[src/hdl/scc_labeler_two_pass_dfs_macros.svh]
// Assertion macros shared by the labeler RTL.
`ifndef SCC_LABELER_TWO_PASS_DFS_MACROS_SVH
`define SCC_LABELER_TWO_PASS_DFS_MACROS_SVH

// Checked only outside reset.
`define SCC_ASSERT(name, prop, msg) \
    name: assert property (@(posedge i_clk) disable iff (!i_rst_n) prop) else $error(msg);

// Checked at every edge, reset included.
`define SCC_ASSERT_ALWAYS(name, prop, msg) \
    name: assert property (@(posedge i_clk) prop) else $error(msg);

`endif

[src/hdl/scc_pkg.sv]
// Types and constants of the SCC labeler.
package scc_pkg;

    localparam int NODE_W  = 6;
    localparam int LABEL_W = 7;
    localparam int CNT_W   = 7;

    localparam logic       CMD_ADD_EDGE = 1'b0;
    localparam logic       CMD_RUN      = 1'b1;

    localparam logic       CFG_NODE_COUNT  = 1'b0;
    localparam logic       CFG_FIRST_LABEL = 1'b1;

    typedef enum logic [3:0] {
        ST_IDLE,
        ST_F_ROOT,
        ST_F_CHECK,
        ST_F_RD,
        ST_F_SCAN,
        ST_R_INIT,
        ST_R_NEXT,
        ST_R_FRD,
        ST_R_POP,
        ST_R_PRD,
        ST_R_SCAN,
        ST_E_RD,
        ST_E_OUT
    } t_state;

endpackage

[src/hdl/scc_ram.sv]
// Simple dual-port RAM: one write port, one registered read port.
module scc_ram
    import scc_pkg::*;
#(
    parameter int DEPTH = 64,
    parameter int WIDTH = 6,
    parameter int AW    = (DEPTH > 1) ? $clog2(DEPTH) : 1
) (
    input  logic             i_clk,
    input  logic             i_we,
    input  logic [AW-1:0]    i_waddr,
    input  logic [WIDTH-1:0] i_wdata,
    input  logic             i_re,
    input  logic [AW-1:0]    i_raddr,
    output logic [WIDTH-1:0] o_rdata
);

    logic [WIDTH-1:0] r_mem [DEPTH];
    logic [WIDTH-1:0] r_q;

    always_ff @(posedge i_clk) begin
        if (i_we) begin
            r_mem[i_waddr] <= i_wdata;
        end
    end

    always_ff @(posedge i_clk) begin
        if (i_re) begin
            r_q <= r_mem[i_raddr];
        end
    end

    assign o_rdata = r_q;

endmodule

[config.mk]
export PLATFORM = sky130hd
export DESIGN_NAME = scc_ram
export DESIGN_NICKNAME = d
export VERILOG_FILES = /design/src/hdl/scc_labeler_two_pass_dfs_macros.svh /design/src/hdl/scc_pkg.sv /design/src/hdl/scc_ram.sv
export SDC_FILE = /design/constraint.sdc
export NUM_CORES = 1
export LEC_CHECK = 0
export BUFFER_PORTS_ARGS = -buffer_cell sky130_fd_sc_hd__buf_2
export CAP_MARGIN = 5
export CORE_ASPECT_RATIO = 0.7
export CORE_MARGIN = 3
export CORE_UTILIZATION = 25
export DETAILED_ROUTE_END_ITERATION = 12
export PLACE_DENSITY = 0.4
export SYNTH_ARGS = -nofsm -noshare
export SYNTH_HDL_FRONTEND = slang
export SYNTH_SLANG_ARGS = --single-unit
[constraint.sdc]
create_clock -name i_clk -period 4 [get_ports i_clk]
set_input_delay 0.2 -clock i_clk [delete_from_list [all_inputs] [get_ports i_clk]]
set_output_delay 0.2 -clock i_clk [all_outputs]
set_load 0.005 [all_outputs]
==> results.sh, run 1 <==
export IMPL_crit_top_cell="buf_4"
export IMPL_maxSlewHeadroom=0.356
export IMPL_syn_area_per_cell_um2=21.2
export IMPL_cts_buffers=39
export IMPL_path_buf_inv=2
export IMPL_fin_ws_ps=1740
export IMPL_syn_nets=741
export IMPL_viasPerCell=4.52
export IMPL_cts_buffer_depth=3
export IMPL_drive_gt1_frac=0.252
export IMPL_cts_resized=0
export IMPL_power_density_mw_per_mm2=487
export IMPL_hp_class="input pin to flop"
export IMPL_synth_largest_area_cell="edfxtp_1"
export IMPL_power_mw=8.54
export IMPL_fp_dieW_um=302
export IMPL_cp_slowest_cell="buf_4"
export IMPL_fin_cells=1603
export IMPL_initial_utilization=0.254
export IMPL_grt_pass1_wl_um=56700
export IMPL_cp_data_required_time_ps=4290
export IMPL_antenna_found_initial=2
export IMPL_htreeDepth=2
export IMPL_synth_cell_types=36
export IMPL_synthCells=720
export IMPL_die_h_um=213
export IMPL_path_cells="buf_4 -> buf_4 -> mux4_2 -> o221ai_1 -> o21ai_1 -> a32o_1"
export IMPL_worstSetupPathType="input pin to flop"
export IMPL_end_kind="flop"
export IMPL_grtUsageTotal=0.124
export IMPL_drv_slew=0
export IMPL_grt_max_degree=65
export IMPL_synth_seq_cells=390
export IMPL_synthArstFlopShare=0
export IMPL_firstDrtPassIters=7
export IMPL_vdd_ir_drop_max_mv=0.269
export IMPL_place_congestion=0.758
export IMPL_fillerInstances=5925
export IMPL_io_pins=27
export IMPL_timing_fmax_mhz=442
export IMPL_yosysWarnings=0
export IMPL_final_nets=786
export IMPL_min_period_ps=2260
export IMPL_worst_slew_pin_slew_ps=965
export IMPL_drtAntennaViolNets=0
export IMPL_drt_wl_total_um=39600
export IMPL_fin_tns_setup_ps=0
export IMPL_fin_area_mm2=0.0176
export IMPL_finalHoldViolations=0
export IMPL_synth_area_mm2=0.0153
export IMPL_core_area_mm2=0.0602
export IMPL_grt_overflow=0
export IMPL_final_cell_mix="edfxtp_1, mux4_2, nor2_1"
export IMPL_cts_sinks=390
export IMPL_grt_setup_unrepaired="false"
export IMPL_postCtsSetupRepairBufs=0
export IMPL_netlist_area_leader_share=0.766
export IMPL_finalSetupViolations=0
export IMPL_holdWs_ps=27.5
export IMPL_placementRows=75
export IMPL_syn2layout_area_growth_pct=14.9
export IMPL_synth_area_top_cells="edfxtp_1, mux4_2, nor2_1"
export IMPL_synth_edf_count=390
export IMPL_grt_pass1_vias=7415
export IMPL_p_sw_mw=1.88
export IMPL_critPathMaxStageDelay_ps=670
export IMPL_drt_iter0_markers=610
export IMPL_clock_latency_ps=540
export IMPL_cts_tree="built"
export IMPL_p_int_mw=6.66
export IMPL_finalClockSkew_ps=11.7
export IMPL_seq_power_share=0.532
export IMPL_drc_errors=0
export IMPL_clk_pin_slew_worst_paths_ps=70
export IMPL_ctsHoldBuffers=0
export IMPL_dp_hpwl_um=25400
export IMPL_cp_arrival_ps=2560
export IMPL_outcome="complete, no violations"
export IMPL_final_common_cell="edfxtp_1"
export IMPL_die_area_mm2=0.0642
export IMPL_post_route_util=0.291
export IMPL_placed_cell_area_mm2=0.0163
export IMPL_port_buffers=26
export IMPL_antenna_cells=0
export IMPL_critPathLaunchType="input pin"
export IMPL_cap_violations=0
export IMPL_avgRoutedWirePerCell_um=24.7
export IMPL_critPathTopFamily="buffers and inverters"
export IMPL_synth_flop_cell="edfxtp_1"
export IMPL_finalCritPeriodShare=0.566
export IMPL_post_place_cells=1532
export IMPL_p_leak_nw=5.28
export IMPL_crit_path_max_fanout=59
export IMPL_clock_power_share=0.416
export IMPL_pre_cts_ws_ps=1150
export IMPL_sw_frac_of_total=0.220
export IMPL_power_frac_comb=0.051
export IMPL_num_vias=7245
export IMPL_yosysSeqAreaShare=0.766
export IMPL_cts_root_buf="clkbuf_16"
-- kinds of logic (layout without fill, tap and decap cells) --
| group | after synthesis | count (layout) | synth area share |
|---|---|---|---|
| AND/OR/NAND/NOR | 120 | 120 | 0.0366 |
| multiplexers | 117 | 117 | 0.155 |
| flip-flops | 390 | 390 | 0.766 |
| buffers and inverters | 39 | 114 | 0.0165 |
| AO/OA/AOI/OAI | 54 | 54 | 0.0259 |
-- cells in the mapped netlist, types with 8 or more instances --
master	instances
edfxtp_1	390
mux4_2	87
nor2_1	67
clkbuf_1	16
mux2i_1	15
buf_2	13
o22ai_1	12
nand3_1	11
mux2_2	9
o221ai_1	9
nand2_1	8
nor2b_1	8
-- power groups by stage --
stage / combinational [mW] / sequential, mW / clock [mW]
floorplan: 0.244 / 4.63 / 0
global placement: 0.450 / 4.63 / 0
detailed placement: 0.449 / 4.63 / 0
CTS: 0.450 / 4.54 / 3.65
global route: 0.476 / 4.55 / 3.82
finish: 0.440 / 4.55 / 3.56
-- path summary, 6_finish.rpt --
kind | from | to | slack (ps) | depth (start not counted)
worst min register to register | r_mem[39][2]$_DFFE_PP_ | o_rdata[2]$_DFFE_PP_ | 950 | 4
worst max-delay path | i_raddr[1] | o_rdata[0]$_DFFE_PP_ | 1740 | 6
worst min-delay path | i_re | o_rdata[0]$_DFFE_PP_ | 30 | 1
worst max register to register | r_mem[49][3]$_DFFE_PP_ | o_rdata[3]$_DFFE_PP_ | 1910 | 5
-- flip-flops by register name (all words and copies together) (netlist names) --
register and count:
r_mem 384, o_rdata 6
-- worst register-to-register path: stages, from the launching register on --
cell,delay [ps]
edfxtp_1,380
mux4_1,530
mux2_2,310
o21ai_1,340
a21oi_1,90
o22a_1,200
-- cell type report --
class	count	area, um2	area share
tap	808	1010	0.0576
clock buffer	49	1030	0.0589
sequential	390	11700	0.667
multi-input combinational	291	3320	0.189
timing repair buffer	43	304	0.0173
clock inverter	22	174	0.00991
-- routing by layer --
layer	vias to the layer above	global-route usage	share of wire
li1	3114	-	-
met1	3864	0.203	0.52
met2	207	0.164	0.40
met3	56	0.0295	0.060
met4	4	0.0244	0.015
met5	-	0	0.00053
Power figures use the tool's default switching activity.
==> inputs of run 2 (changes only) <==
--- a/config.mk
+++ b/config.mk
@@ -11,7 +11,7 @@
 export CORE_MARGIN = 3
 export CORE_UTILIZATION = 25
 export DETAILED_ROUTE_END_ITERATION = 12
-export PLACE_DENSITY = 0.4
+export PLACE_DENSITY = 0.41
 export SYNTH_ARGS = -nofsm -noshare
 export SYNTH_HDL_FRONTEND = slang
 export SYNTH_SLANG_ARGS = --single-unit
==> constraint.sdc (replaced) <==
create_clock -name i_clk -period 1.9 [get_ports i_clk]
set_input_delay 0.095 -clock i_clk [delete_from_list [all_inputs] [get_ports i_clk]]
set_output_delay 0.095 -clock i_clk [all_outputs]
set_load 0.005 [all_outputs]
==> run 2 against run 1 <==
  * Sequential power up 110%
  * Global-route usage up 0.26 points
  * Via count up 6.9%
  * Register-to-register slack worse by 1900 ps
  * Die area unchanged
  * Core utilization up 2.1 points
  * Critical path type is now flop to flop
  * Largest power group unchanged
  * Highest routed layer is now met4
==> results.sh, run 2 (synthesized netlist as in run 1, its figures left out) <==
export IMPL_die_area_mm2=0.0642
export IMPL_placementRows=75
export IMPL_pre_cts_ws_ps=-279
export IMPL_final_nets=923
export IMPL_cts_buffer_depth=3
export IMPL_end_kind="flop"
export IMPL_power_frac_comb=0.062
export IMPL_fp_dieW_um=302
export IMPL_finalClockSkew_ps=22.2
export IMPL_power_mw=18.0
export IMPL_min_period_ps=1860
export IMPL_finalCritPeriodShare=0.978
export IMPL_p_leak_nw=6.04
export IMPL_post_place_cells=1669
export IMPL_drt_iter0_markers=640
export IMPL_port_buffers=26
export IMPL_power_density_mw_per_mm2=958
export IMPL_holdWs_ps=15.1
export IMPL_finalHoldViolations=0
export IMPL_crit_path_max_fanout=1
export IMPL_cp_arrival_ps=2140
export IMPL_fin_cells=1739
export IMPL_num_vias=7744
export IMPL_die_h_um=213
export IMPL_cts_tree="built"
export IMPL_critPathLaunchType="flop"
export IMPL_viasPerCell=4.45
export IMPL_io_pins=27
export IMPL_post_route_util=0.312
export IMPL_sw_frac_of_total=0.218
export IMPL_dp_hpwl_um=27400
export IMPL_fillerInstances=5906
export IMPL_fin_area_mm2=0.0188
export IMPL_cts_buffers=39
export IMPL_clock_latency_ps=540
export IMPL_seq_power_share=0.531
export IMPL_grt_setup_unrepaired="true"
export IMPL_multi_input_area_mm2=0.00338
export IMPL_ff_latch_area_mm2=0.0117
export IMPL_clock_power_share=0.406
export IMPL_final_common_cell="edfxtp_1"
export IMPL_cp_data_required_time_ps=2180
export IMPL_grt_overflow=0
export IMPL_grtUsageTotal=0.127
export IMPL_htreeDepth=2
export IMPL_cts_root_buf="clkbuf_16"
export IMPL_drc_errors=0
export IMPL_finalSetupViolations=0
export IMPL_worst_slew_pin_slew_ps=781
export IMPL_drt_wl_total_um=40400
export IMPL_vdd_ir_drop_max_mv=0.607
export IMPL_syn2layout_area_growth_pct=23.0
export IMPL_clk_pin_slew_worst_paths_ps=60
export IMPL_grt_pass1_vias=7881
export IMPL_largest_reg_flops=384
export IMPL_placed_cell_area_mm2=0.0175
export IMPL_drtAntennaViolNets=0
export IMPL_outcome="complete, no violations"
export IMPL_place_congestion=0.772
export IMPL_fin_tns_setup_ps=0
export IMPL_firstDrtPassIters=5
export IMPL_largest_register="r_mem"
export IMPL_drive_gt1_frac=0.371
export IMPL_initial_utilization=0.254
export IMPL_p_int_mw=14.1
export IMPL_postCtsSetupRepairBufs=0
export IMPL_worstSetupPathType="flop to flop"
export IMPL_grt_pass1_wl_um=58400
export IMPL_core_area_mm2=0.0602
export IMPL_drv_slew=0
export IMPL_hp_class="input pin to flop"
export IMPL_fin_ws_ps=42.6
export IMPL_grt_max_degree=65
export IMPL_timing_fmax_mhz=538
export IMPL_final_cell_mix="edfxtp_1, buf_4, mux4_2"
export IMPL_p_sw_mw=3.93
export IMPL_maxSlewHeadroom=0.479
export IMPL_cap_violations=0
export IMPL_avgRoutedWirePerCell_um=23.2
export IMPL_cts_sinks=390
export IMPL_antenna_found_initial=0
## run 2: changes by cell type in the layout (fill, tap and decap cells not counted), moves of 4 or more
cell and change:
clkinv_2 -5, buf_4 +123, clkinv_1 +4, clkbuf_1 -4
buf_12 +13
## run 2: repair_timing
action                     CTS  global route
gates cloned                 0             0
pin swaps                    1             3
setup endpoints to repair    2             5
gates resized for setup      3             9
hold buffers                 1             0
hold endpoints to repair     6             0
## run 2: metal layers
layer / wire length, um / share of wire / vias to the layer above / GRT usage
li1: - / - / 3398 / -
met1: 21400 / 0.53 / 4110 / 0.205
met2: 15900 / 0.39 / 193 / 0.168
met3: 2610 / 0.065 / 43 / 0.0348
met4: 523 / 0.013 / 0 / 0.0219
met5: 0 / 0 / - / 0
## run 2: cell type report
cell class / count / share of cell area
clock buffer: 44 / 0.0529
clock inverter: 25 / 0.0105
timing repair buffer: 180 / 0.0797
multi-input combinational: 291 / 0.180
tap: 808 / 0.0538
sequential: 390 / 0.623
antenna: 1 / 0.000133
## run 2: power by group through the flow
stage	Clock, mW	Combinational, mW	Sequential, mW
3_3_place_gp	0	1.12	9.76
2_1_floorplan	0	0.514	9.74
4_1_cts	7.58	1.13	9.57
6_report	7.32	1.12	9.57
3_5_place_dp	0	1.12	9.76
5_1_grt	7.97	1.20	9.57
## run 2: worst max-delay path, stage by stage (launching register included)
cell and delay [ps]:
edfxtp_1 360, mux4_2 510, a22oi_2 240, nand3_2 170, a32o_2 310
## run 2: final timing paths
kind / to / cells past startpoint / startpoint / slack, ps
setup / recovery: o_rdata[0]$_DFFE_PP_ / 4 / r_mem[48][0]$_DFFE_PP_ / 40
hold / removal: r_mem[17][0]$_DFFE_PP_ / 1 / i_wdata[0] / 20
setup reg to reg: o_rdata[0]$_DFFE_PP_ / 4 / r_mem[48][0]$_DFFE_PP_ / 40
hold reg to reg: o_rdata[5]$_DFFE_PP_ / 4 / r_mem[36][5]$_DFFE_PP_ / 920
